$ cat config.mk
export PLATFORM = sky130hd
export DESIGN_NAME = fesd_ctrl
export DESIGN_NICKNAME = d
export VERILOG_FILES = /design/src/sv/fesd_pkg.sv /design/src/sv/fesd_ctrl.sv
export SDC_FILE = /design/constraint.sdc
export NUM_CORES = 1
export LEC_CHECK = 0
export BUFFER_PORTS_ARGS = -buffer_cell sky130_fd_sc_hd__buf_2
export CORE_AREA = 2 2 39 41
export DETAILED_ROUTE_END_ITERATION = 10
export DIE_AREA = 0 0 41 43
export MAX_ROUTING_LAYER = met4
export SYNTH_ARGS = -nofsm -noshare
export SYNTH_HDL_FRONTEND = slang
export SYNTH_SLANG_ARGS = --single-unit
$ cat constraint.sdc
create_clock -name clock -period 2.8 [get_ports clock]
set_input_delay 0.7 -clock clock [delete_from_list [all_inputs] [get_ports clock]]
set_output_delay 0.7 -clock clock [all_outputs]
set_load 0.02 [all_outputs]
$ cat src/sv/fesd_pkg.sv
`timescale 1ns / 1ps

package fesd_pkg;

   localparam int STORE_ADDR_BITS = 16;
   localparam int FRAC_BITS       = 16;
   localparam int SAMPLE_W        = 32;
   localparam int WORD_W          = 16;
   localparam int CFG_W           = 17;
   localparam int REG_IDX_W       = 3;
   localparam int SNAP_DIST       = 10;

   localparam int FP_ONE_INT   = 1 << FRAC_BITS;
   localparam int SMOOTH_RESET = (FP_ONE_INT * 25 + 50000) / 100000;

   localparam logic [CFG_W-1:0] FP_ONE = CFG_W'(FP_ONE_INT);
   localparam logic [STORE_ADDR_BITS-1:0] STORE_MASK = '1;

   // multiplier operand widths: signed sample plus sign, unsigned gain plus sign
   localparam int MUL_A_W = SAMPLE_W + 1;
   localparam int MUL_B_W = CFG_W + 1;
   localparam int PROD_W  = MUL_A_W + MUL_B_W;

   localparam logic [REG_IDX_W-1:0] REG_OUT_GAIN     = 3'd0;
   localparam logic [REG_IDX_W-1:0] REG_MUTE         = 3'd1;
   localparam logic [REG_IDX_W-1:0] REG_DELAY_TARGET = 3'd2;
   localparam logic [REG_IDX_W-1:0] REG_DECAY        = 3'd3;
   localparam logic [REG_IDX_W-1:0] REG_SMOOTHING    = 3'd4;

   localparam logic [1:0] MUL_OFFSET   = 2'd0;
   localparam logic [1:0] MUL_TARGET   = 2'd1;
   localparam logic [1:0] MUL_FEEDBACK = 2'd2;
   localparam logic [1:0] MUL_GAIN     = 2'd3;

   typedef struct packed {
      logic [CFG_W-1:0]           out_gain;
      logic                       mute;
      logic [STORE_ADDR_BITS-1:0] delay_target;
      logic [CFG_W-1:0]           decay;
      logic [CFG_W-1:0]           smoothing;
   } cfg_type;

   typedef struct packed {
      logic       load_in;
      logic       mul_go;
      logic [1:0] mul_sel;
      logic       acc_load;
      logic       offs_load;
      logic       mem_read;
      logic       mem_write;
      logic       out_load;
   } cmd_type;

   typedef struct packed {
      logic out_free;
   } stat_type;

endpackage

$ cat src/sv/fesd_ctrl.sv
`timescale 1ns / 1ps

module fesd_ctrl
   import fesd_pkg::*;
(
   input  logic     clock,
   input  logic     reset,
   input  logic     req_valid,
   output logic     req_ready,
   input  stat_type stat,
   output cmd_type  cmd
);

   localparam logic [3:0] ST_IDLE  = 4'd0;
   localparam logic [3:0] ST_MUL_A = 4'd1;
   localparam logic [3:0] ST_MUL_B = 4'd2;
   localparam logic [3:0] ST_OFFS  = 4'd3;
   localparam logic [3:0] ST_READ  = 4'd4;
   localparam logic [3:0] ST_FB    = 4'd5;
   localparam logic [3:0] ST_SUM   = 4'd6;
   localparam logic [3:0] ST_GAIN  = 4'd7;
   localparam logic [3:0] ST_OUT   = 4'd8;

   logic [3:0] state_ff;
   logic [3:0] state_in;

   always_comb begin
      state_in = state_ff;
      cmd      = '0;
      case (state_ff)
         ST_IDLE: begin
            if (req_valid) begin
               cmd.load_in = 1'b1;
               state_in    = ST_MUL_A;
            end
         end
         ST_MUL_A: begin
            cmd.mul_go  = 1'b1;
            cmd.mul_sel = MUL_OFFSET;
            state_in    = ST_MUL_B;
         end
         ST_MUL_B: begin
            cmd.acc_load = 1'b1;
            cmd.mul_go   = 1'b1;
            cmd.mul_sel  = MUL_TARGET;
            state_in     = ST_OFFS;
         end
         ST_OFFS: begin
            cmd.offs_load = 1'b1;
            state_in      = ST_READ;
         end
         ST_READ: begin
            cmd.mem_read = 1'b1;
            state_in     = ST_FB;
         end
         ST_FB: begin
            cmd.mul_go  = 1'b1;
            cmd.mul_sel = MUL_FEEDBACK;
            state_in    = ST_SUM;
         end
         ST_SUM: begin
            cmd.mem_write = 1'b1;
            state_in      = ST_GAIN;
         end
         ST_GAIN: begin
            cmd.mul_go  = 1'b1;
            cmd.mul_sel = MUL_GAIN;
            state_in    = ST_OUT;
         end
         ST_OUT: begin
            if (stat.out_free) begin
               cmd.out_load = 1'b1;
               state_in     = ST_IDLE;
            end
         end
         default: begin
            state_in = ST_IDLE;
         end
      endcase
   end

   always_ff @(posedge clock) begin
      if (reset) begin
         state_ff <= ST_IDLE;
      end else begin
         state_ff <= state_in;
      end
   end

   assign req_ready = (state_ff == ST_IDLE);

endmodule

# After elaboration in Yosys (flattened, before gate mapping)

Index checks and enable logic that the tools add are counted.

Flip-flop bits (word level): 4
Latch bits: 0
Memory bits (writable): 0
ROM bits: 0
Input port bits: 4
Output and inout port bits: 10
Logic and storage cells: 25
Memories: 0

$add $sub $neg: 0
Multiply operators: 0
Divide/modulo/power cells: 0
Order comparisons: 0
Eq/ne operators: 10
Shift-type cells: 0
Multiplexer cells: 12
Bitwise logic cells: 0
Reduce and logical (&&, ||, !) cells: 2

Operators by type and width:

| cell               | count |
|---|---|
| $pmux 4 s9         | 1 |
| $eq 4x3->1 const B | 4 |
| $pmux 3 s4         | 1 |
| $eq 4x2->1 const B | 2 |
| $mux 1             | 8 |
| $mux 4             | 2 |
| $eq 4x1->1 const B | 1 |
| $eq 4x4->1 const B | 1 |
| $logic_not 4->1    | 1 |
| $ne 2x2->1 const B | 2 |
| $reduce_and 2->1   | 1 |

# Longest topological paths before layout

Word-level depth: 3
Depth in mapped cells: 4
Depth with buffers taken out: 3

# Least setup slack after synthesis

Ideal clock, no wire load.

Kind: in2out
Start: input stat
End: output cmd[0] (netlist bit)
Arrival: 1385 ps
Required time: 2100 ps
Setup slack: 715 ps
Stages on the path: 2
Path buffers: 0
Cell sequence: nand2_1 nor4_1

RTL lines:

| element         | line            | text |
|---|---|---|
| start, declared | fesd_ctrl.sv:10 | `input stat_type stat,` |
| end, declared   | fesd_ctrl.sv:11 | `output cmd_type cmd` |

==> results by group <==
CTS
  – CTS tree: built
  – CTS root buf: clkbuf_4
  – H-tree depth: 1
  – Num Clock Sinks: 4
  – Hold buffer count at cts: 0
  – Max Buffers Root-to-Sink: 2
  – Post-CTS sizing: 0
  – Clk pin slew, worst setup/hold paths: 40 ps
  – TritonCTS Buffers: 3
  – Post-CTS setup buffer count: 0
  – Clock latency on the worst-skew pair: 230 ps

STA
  – Worst Skew: 1.96 ps
  – Fmax: 0.470 GHz
  – Fin crit share: 76.0%
  – Least-Margin Pin Slew: 510 ps
  – Fin. max-slew vios: 0
  – Unrepaired setup endpoints after global routing: false
  – Final setup vio count: 0
  – Hold Vio Cnt, Final: 0
  – Hold Slack: 674 ps
  – Max_slew headroom: 66.0%
  – Setup TNS: 0 ps
  – Post-layout minimum cycle time: 2130 ps
  – Setup ws final: 673 ps

Global route
  – Initial antenna violation count: 0
  – Vias in the first global route: 234
  – Global Route Usage Sum: 9.47%
  – Grt total ovfl: 0
  – Largest net degree at the start of global routing: 13
  – First-pass GRT wire length: 1030 um

Synth
  – Ys Warns: 0
  – Synth top area share: 25.7%
  – Syn_nets: 40
  – Seq cells post-synth: 4
  – Mapped Cells: 36
  – Register area share after synthesis: 25.7%
  – Synth top area cells: dfxtp_1 (26%), xor2_1 (8.4%), buf_6 (7.2%)
  – Average size of a mapped cell: 8.65 um2
  – Yosys cell types: 20
  – Yosys top cell by area: dfxtp_1
  – Post-synthesis cell area: 312 um2

Setup path
  – CP top delay family: flip-flops
  – Slowest CP cell: dfxtp_1
  – CP max FO: 11
  – Setup crit start kind: flop
  – Crit path arrival time: 1430 ps
  – CP Class: flop to output port
  – Critical Path, Cell by Cell: nand2b_1 > xor2_1 > nor2_1 > buf_2
  – Worst endpoint required time: 2100 ps
  – Slowest stage delay, CP: 600 ps
  – Buf/Inv on CP: 1
  – Crit. End Element: output port

Detailed routing
  – DRC violation count after routing: 0
  – Antenna-violating nets left: 0
  – Post-DR vias/cell: 4.38
  – DRT Pass-1 Iters: 2
  – Final wirelength: 621 um
  – Initial DRC count: 1
  – Via count: 280
  – Routed length per instance: 9.70 um

Finish
  – Cell area after layout: 384 um2
  – Final std cells w/o fill: 64
  – Share of cells above drive strength 1: 41.7%
  – Largest registers: state_ff x4
  – Max FFs per register: 4
  – Commonest non-fill, non-tap cells in the layout: buf_2 (13), nor3_1 (4), dfxtp_1 (4)
  – Fillers: 155
  – Diodes inserted: 0
  – Most common cell after layout, fill and taps aside: buf_2
  – Layout net count: 54
  – Post-layout util: 27.8%
  – Sequential Area: 80.1 um2
  – Biggest register: state_ff
  – Synth-to-Final Area Change: 23.3%
  – Multi-input logic area: 193 um2

Place
  – Final Wtd Congestion: 0.610
  – Setup WS pre-CTS: 877 ps
  – Area of placed instances: 362 um2
  – Dpl hpwl: 431 um
  – Input/output buffers: 13
  – Placed insts: 61

Floorplanning
  – Io pins: 14
  – Die area: 1760 um2
  – Core area: 1380 um2
  – Die Width: 41 um
  – Die Y: 43 um
  – Initial core utilization: 22.5%
  – Rows: 14

Power
  – Total chip power: 0.247 mW
  – P_leak: 0.184 nW
  – Worst vdd ir: 177 uV
  – Cell area power density: 644 nW/um2

Run
  – MaxCap Viol Count: 0

Status
  – Status: completed

Worst hold path
  – Worst min path class: primary input to flop
==> where the power goes <==
| group | internal (mW) | switching, mW | total [mW] |
|---|---|---|---|
| combinational | 0.0396 | 0.0468 | 0.0864 |
| clock | 0.0480 | 0.0239 | 0.0719 |
| sequential | 0.0641 | 0.0250 | 0.0891 |
| total | 0.152 | 0.0957 | 0.247 |
==> Yosys cell counts <==
library cell / n
nor3_1: 4
a211oi_2: 1
xor2_1: 3
nand2_1: 3
dfxtp_1: 4
nor3b_1: 2
a32oi_1: 1
nor4_1: 2
buf_4: 1
xnor2_1: 1
buf_6: 2
nor2_1: 3
nor3_2: 1
buf_2: 1
and3b_1: 1
and2_1: 1
nor4_4: 1
inv_1: 1
nand2b_1: 2
and3_2: 1
==> metal layers <==
layer | vias up | global-route usage (%) | routed length (um)
li1 | 151 | - | -
met5 | - | - | 0
met4 | 0 | 8.00 | 0
met3 | 0 | 4.71 | 42
met1 | 120 | 11.6 | 320
met2 | 9 | 10.9 | 258
==> logic make-up after synthesis <==
family                 count (synthesis)  share of synthesized area, %
AO/OA/AOI/OAI                          2                          6.83
XOR/XNOR                               4                          11.2
buffers and inverters                  5                          12.4
flip-flops                             4                          25.7
AND/OR/NAND/NOR                       21                          43.8
==> layout make-up <==
type | instances | share of cell area, %
tap | 16 | 5.21
sequential | 4 | 20.8
timing repair buffer | 13 | 16.9
clock buffer | 3 | 5.86
inverter | 1 | 0.977
multi-input combinational | 27 | 50.2
==> final timing paths <==
| kind | cells past startpoint | start | slack [ps] | end |
|---|---|---|---|---|
| worst max-delay path | 4 | state_ff[1] | 670 | cmd[7] |
| worst min-delay path | 2 | reset | 670 | state_ff[3] |
| worst max register to register | 3 | state_ff[0] | 1560 | state_ff[3] |
| worst min register to register | 1 | state_ff[3] | 690 | state_ff[2] |
Note: power is estimated with default switching activity, not from simulation.
