==> src/sv/fesd_pkg.sv <==
`timescale 1ns / 1ps

package fesd_pkg;

   localparam int STORE_ADDR_BITS = 16;
   localparam int FRAC_BITS       = 16;
   localparam int SAMPLE_W        = 32;
   localparam int WORD_W          = 16;
   localparam int CFG_W           = 17;
   localparam int REG_IDX_W       = 3;
   localparam int SNAP_DIST       = 10;

   localparam int FP_ONE_INT   = 1 << FRAC_BITS;
   localparam int SMOOTH_RESET = (FP_ONE_INT * 25 + 50000) / 100000;

   localparam logic [CFG_W-1:0] FP_ONE = CFG_W'(FP_ONE_INT);
   localparam logic [STORE_ADDR_BITS-1:0] STORE_MASK = '1;

   // multiplier operand widths: signed sample plus sign, unsigned gain plus sign
   localparam int MUL_A_W = SAMPLE_W + 1;
   localparam int MUL_B_W = CFG_W + 1;
   localparam int PROD_W  = MUL_A_W + MUL_B_W;

   localparam logic [REG_IDX_W-1:0] REG_OUT_GAIN     = 3'd0;
   localparam logic [REG_IDX_W-1:0] REG_MUTE         = 3'd1;
   localparam logic [REG_IDX_W-1:0] REG_DELAY_TARGET = 3'd2;
   localparam logic [REG_IDX_W-1:0] REG_DECAY        = 3'd3;
   localparam logic [REG_IDX_W-1:0] REG_SMOOTHING    = 3'd4;

   localparam logic [1:0] MUL_OFFSET   = 2'd0;
   localparam logic [1:0] MUL_TARGET   = 2'd1;
   localparam logic [1:0] MUL_FEEDBACK = 2'd2;
   localparam logic [1:0] MUL_GAIN     = 2'd3;

   typedef struct packed {
      logic [CFG_W-1:0]           out_gain;
      logic                       mute;
      logic [STORE_ADDR_BITS-1:0] delay_target;
      logic [CFG_W-1:0]           decay;
      logic [CFG_W-1:0]           smoothing;
   } cfg_type;

   typedef struct packed {
      logic       load_in;
      logic       mul_go;
      logic [1:0] mul_sel;
      logic       acc_load;
      logic       offs_load;
      logic       mem_read;
      logic       mem_write;
      logic       out_load;
   } cmd_type;

   typedef struct packed {
      logic out_free;
   } stat_type;

endpackage

==> src/sv/fesd_csr.sv <==
`timescale 1ns / 1ps

module fesd_csr
   import fesd_pkg::*;
(
   input  logic                 clock,
   input  logic                 reset,
   input  logic                 csr_wr_en,
   input  logic [REG_IDX_W-1:0] csr_index,
   input  logic [CFG_W-1:0]     csr_wdata,
   output cfg_type              cfg
);

   cfg_type cfg_ff;
   cfg_type cfg_in;
   logic [STORE_ADDR_BITS-1:0] target_val;

   assign target_val = csr_wdata[STORE_ADDR_BITS-1:0];

   always_comb begin
      cfg_in = cfg_ff;
      if (csr_wr_en) begin
         case (csr_index)
            REG_OUT_GAIN: begin
               if (csr_wdata <= FP_ONE) cfg_in.out_gain = csr_wdata;
            end
            REG_MUTE: begin
               cfg_in.mute = csr_wdata[0];
            end
            REG_DELAY_TARGET: begin
               if (target_val != '0 && target_val <= STORE_MASK)
                  cfg_in.delay_target = target_val;
            end
            REG_DECAY: begin
               if (csr_wdata <= FP_ONE) cfg_in.decay = csr_wdata;
            end
            REG_SMOOTHING: begin
               if (csr_wdata <= FP_ONE) cfg_in.smoothing = csr_wdata;
            end
            default: begin
               cfg_in = cfg_ff;
            end
         endcase
      end
   end

   always_ff @(posedge clock) begin
      if (reset) begin
         cfg_ff.out_gain     <= FP_ONE;
         cfg_ff.mute         <= 1'b0;
         cfg_ff.delay_target <= STORE_ADDR_BITS'(1);
         cfg_ff.decay        <= FP_ONE;
         cfg_ff.smoothing    <= CFG_W'(SMOOTH_RESET);
      end else begin
         cfg_ff <= cfg_in;
      end
   end

   assign cfg = cfg_ff;

endmodule

==> config.mk <==
export PLATFORM = sky130hd
export DESIGN_NAME = fesd_csr
export DESIGN_NICKNAME = d
export VERILOG_FILES = /design/src/sv/fesd_pkg.sv /design/src/sv/fesd_csr.sv
export SDC_FILE = /design/constraint.sdc
export NUM_CORES = 1
export LEC_CHECK = 0
export BUFFER_PORTS_ARGS = -buffer_cell sky130_fd_sc_hd__buf_4
export CAP_MARGIN = 20
export CORE_UTILIZATION = 45
export DETAILED_ROUTE_END_ITERATION = 6
export GPL_TIMING_DRIVEN = 0
export MAX_ROUTING_LAYER = met4
export PLACE_DENSITY = 0.85
export SYNTH_ARGS = -nofsm -noshare
export SYNTH_HDL_FRONTEND = slang
export SYNTH_SLANG_ARGS = --single-unit
export TNS_END_PERCENT = 1
==> constraint.sdc <==
create_clock -name clock -period 2.1 [get_ports clock]
set_input_delay 0.42 -clock clock [delete_from_list [all_inputs] [get_ports clock]]
set_output_delay 0.42 -clock clock [all_outputs]
set_load 0.02 [all_outputs]
== Yosys cells after proc, flatten, opt, wreduce, memory -nomap -nowiden ==
Index checks and enable logic that the tools add are counted.

* Word-level logic and storage cells: 19
* Input port bits: 23
* Flip-flop bits (word level): 68
* Output and inout bits: 68

* $lt $le $gt $ge: 2
* Eq/ne operators: 4
* Reduce and logical (&&, ||, !) cells: 8

{| class="wikitable"
|+ Operators by type and width
! cell !! count
|-
| <= comparator 17 bit (second input constant) || 1
|-
| <= comparator 16 bit (second input constant) || 1
|-
| nonzero test 16 bit || 1
|-
| AND reduction 3 bit || 4
|-
| == test 3 x 2 -> 1 bit (second input constant) || 2
|-
| == test 3 x 1 -> 1 bit (second input constant) || 1
|-
| == test 3 bit (second input constant) || 1
|-
| zero test 3 bit || 1
|-
| AND reduction 2 bit || 1
|-
| logical AND 1 bit || 1
|}

== Longest topological paths before layout ==
* Word-level depth: 3
* Gate-level depth with buffers: 6
* Mapped depth without buffers: 4

== Least setup slack after synthesis ==
Ideal clock, no wire load.

* Kind: input to register
* Start point: in csr_wdata[6]
* End point: reg cfg_ff, in the netlist cfg[38]
* Library setup time: 0.119 ns
* Buffers on the path: 2
* Stages on the path: 6
* Required time: 1.981 ns
* Setup slack: -0.111 ns
* Arrival time: 2.092 ns
* Cells stage by stage: or4_1 or4_4 and4b_1 buf_6 buf_8 mux2i_1

* Word-level cells in the longest chain between the ends: 3
* Elaborated cells on any way between the ends: 4
* Those cells by class: 1 x order compare; 3 x reduce/logical

{| class="wikitable"
|+ RTL lines
! element !! RTL line !! text
|-
| from (decl) || fesd_csr.sv:10 || <nowiki>input logic [CFG_W-1:0] csr_wdata,</nowiki>
|-
| <= comparator 16 bit or nonzero test 16 bit (tied branches) || fesd_csr.sv:31 || <nowiki>if (target_val != '0 && target_val <= STORE_MASK)</nowiki>
|-
| logical AND 1 bit * || fesd_csr.sv:31 ||
|-
| AND reduction 3 bit (no line) * || n/a ||
|-
| to (signal assigned) || fesd_csr.sv:55 || <nowiki>cfg_ff <= cfg_in;</nowiki>
|-
| to (decl) || fesd_csr.sv:14 || <nowiki>cfg_type cfg_ff;</nowiki>
|}

Mark *: on every way between the ends. The rest lies on a longest branch, timed or not.
A chain may end at the register's enable or synchronous reset.

== Final worst setup path ==
* Start point: in csr_wdata[10]
* End point: reg cfg_ff, in the netlist cfg[40]

The elaborated chain is that of the path after synthesis.

==> run_results.csv <==
group,metric,value,unit
run_status,status,"finished, final reports clean",
critical_path,r2r_setup_slack,1.43,ns
floorplan,core,5640,µm²
clock_tree,cts_tree,"built",
route,drc,0,
synthesis,synth_top_area_share,0.507,
grt,grt_pass1_wl,12600,µm
power_and_ir_drop,switchingPower,0.000644,W
layout,largest_reg_flops,68,
hold_path,min_to,"cfg[43]",
clock_tree,cts_max_level,3,
synthesis,syn_inst,317,
synthesis,synth_cell_types,26,
power_and_ir_drop,p_int,0.00200,W
critical_path,crit_arrival,2.32,ns
grt,grt_max_degree,11,
placement,gp_congestion,0.837,
clock_tree,cts_max_path_buffers,2,
job,maxCapViolCount,0,
clock_tree,clk_pin_slew,0.07,ns
layout,num-fill-cells,484,
route,viasPerCell,5.72,
hold_path,holdPathStages,3,
critical_path,crit_fanout,10,
synthesis,ys_top_cells_by_area,"dfxtp_1 51%, nand3_1 9.5%, o21ai_0 9.1%, a21oi_1 8.8%, mux2i_1 6.3%",
power_and_ir_drop,seq_power_share,0.499,
floorplan,rows,27,
synthesis,ys_seq_elements,68,
timing,tightestPinTransition,0.745,ns
layout,utilization,0.652,
layout,num_antenna_cells,0,
critical_path,r2r-end,"cfg[19]",
critical_path,crit_start,"csr_wdata[10]",
hold_path,hp-start,"csr_wdata[9]",
layout,final_net_count,440,
layout,syn_to_final_growth,36.8,%
synthesis,seq_area_frac_synth,0.507,
synthesis,ys.warnings.count,0,
timing,setup_viol,0,
floorplan,initial_core_util,0.476,
timing,max_freq,481,MHz
route,wire_per_inst,16.4,µm
critical_path,r2r-start,"cfg[19]",
critical_path,worstPathCellList,"buf_4 > or4_4 > or4_4 > and4b_1 > buf_6 > buf_12 > mux2i_1",
route,drtAntennaViolNets,0,
timing,hold_viol,0,
synthesis,synth.avg_cell_area,8.48,µm²
critical_path,crit_required,2.33,ns
clock_tree,holdBufCountCts,0,
layout,multi_input_area,1210,µm²
floorplan,dieWidth,79.3,µm
power_and_ir_drop,comb_power_share,0.098,
timing,drv_slew,0,
synthesis,netlist_area,2690,µm²
critical_path,slowest_stage,"or4_4",
route,firstDrtPassIters,5,
grt,grt_pass1_vias,2649,
power_and_ir_drop,p_leak,1.44,nW
clock_tree,clkLatencyLatePin,0.34,ns
power_and_ir_drop,p_per_area,719,nW/µm²
clock_tree,cts_num_sinks,68,
timing,layout_min_cycle_time,2.08,ns
grt,gr-total-overflow,0,
power_and_ir_drop,ir_drop,616,µV
layout,seq_area,1360,µm²
floorplan,io_pins,91,
critical_path,startpoint_type,"primary input",
power_and_ir_drop,clkPwrFrac,0.403,
layout,drive_gt1_frac,0.276,
critical_path,max_stage_delay,0.58,ns
placement,dpl.hpwl,5690,µm
clock_tree,cts-root-buf,"clkbuf_8",
synthesis,yosysTopAreaCell,"dfxtp_1",
timing,slew-limit-headroom,0.500,
route,wl,8070,µm
critical_path,worstSetupPathType,"in -> reg",
timing,rsz0062_at_grt,"yes",
grt,grt_antenna_before_repair,0,
synthesis,synth_nets,340,
layout,fin_cells,492,
timing,period_share,0.991,
floorplan,fp.dieArea,6290,µm²
timing,fin_worst_skew,0,ns
critical_path,cp-end-kind,"register",
floorplan,die_y,79.3,µm
critical_path,ff2ff_path_depth,2,
critical_path,cp_common_cell,"or4_4",
clock_tree,numCtsBuffers,9,
grt,grt_usage,0.271,
timing,worst_hold_slack,0.339,ns
route,vias,2815,
placement,dp_cells,478,
route,drt-initial-drc-count,186,
hold_path,hold_path.class,"in -> reg",
power_and_ir_drop,p_sw_frac,0.243,
placement,io_buffer_count,89,
power by group through the flow:
| stage | Sequential, W | Clock [W] | Combinational, W |
|---|---|---|---|
| after CTS | 0.00132 | 0.00107 | 0.000249 |
| final | 0.00132 | 0.00106 | 0.000260 |
| after global placement | 0.00135 | 0 | 0.000240 |
| after detailed placement | 0.00135 | 0 | 0.000246 |
| after global routing | 0.00132 | 0.00114 | 0.000277 |
| after floorplan | 0.00137 | 0 | 0.000101 |
how the worst max path moves through the flow:
stage,endpoint,slack [ns],cells after the start
after global placement,cfg[31],-0.37,7
after floorplan,cfg[38],-0.1,6
after global routing,cfg[32],-0.01,7
final,cfg[40],0.02,7
after CTS,cfg[54],0.02,7
after detailed placement,cfg[52],-0.45,7
per-stage QoR:
stage	worst slack, ns	setup TNS (ns)	area (µm²)	total power (W)
floorplan	-0.0963	-1.10	2690	0.00147
detailed placement	-0.449	-21.23	3450	0.00160
global route	-0.0111	-0.0111	3680	0.00273
CTS	0.0178	0	3650	0.00264
finish	0.0190	0	3680	0.00264
global placement	-0.370	-19.20	3450	0.00159
critical path, delay by kind of cell:
family	cells	cell delay [ns]
muxes	1	0.12
buffers and inverters	3	0.43
and+or+nand+nor	3	1.35
layout by cell type, fill, tap and decap left out, drive strengths merged:
cell type	instances
clkbuf	33
o311ai	2
nor2	5
o21ai	50
buf	97
or4	5
inv	1
nor2b	1
o221a	1
mux2i	17
nand3	51
nand2b	1
nor3	1
and4b	1
nor3b	1
and3	2
a21oi	47
bufinv	1
dfxtp	68
o41ai	1
o41a	1
clkinv	2
nand2	31
cells in the mapped netlist (all sizes together):
library cell  instances
and3                  2
nand2b                1
mux2i                17
o41ai                 1
and4b                 1
inv                   1
buf                   5
o21ai                50
nand2                31
or4                   5
o41a                  1
o311ai                2
dfxtp                68
clkinv                1
nor3b                 1
nor3                  1
nand3                51
nor2                  5
nor2b                 1
o221a                 1
a21oi                47
clkbuf               24
layer usage:
layer	vias to the layer above	track usage	wire length, µm
li1	1326	-	-
met1	1332	0.326	3410
met2	137	0.434	3810
met3	20	0.0828	695
met4	0	0.0873	151
met5	-	-	0
layout make-up:
class | instances | area share
repair buffers | 89 | 0.183
clock inverters | 2 | 0.00953
inverters | 2 | 0.00204
multi-input cells | 218 | 0.330
clock buffers | 12 | 0.0422
flip-flops and latches | 68 | 0.370
plain buffers | 29 | 0.0388
well taps | 72 | 0.0245
cell families (layout without fill, tap and decap cells):
group	after synthesis	in the layout	share of synthesized area
AOI/OAI and AO/OA	102	102	0.199
and+or+nand+nor	99	99	0.180
DFF	68	68	0.507
buffers and inverters	31	134	0.0517
muxes	17	17	0.0633
what timing repair did:
item | in CTS | in global routing
resized for setup | 4 | 11
setup endpoints to repair | 31 | 40
setup buffers | 0 | 0
Power figures use the tool's default switching activity.
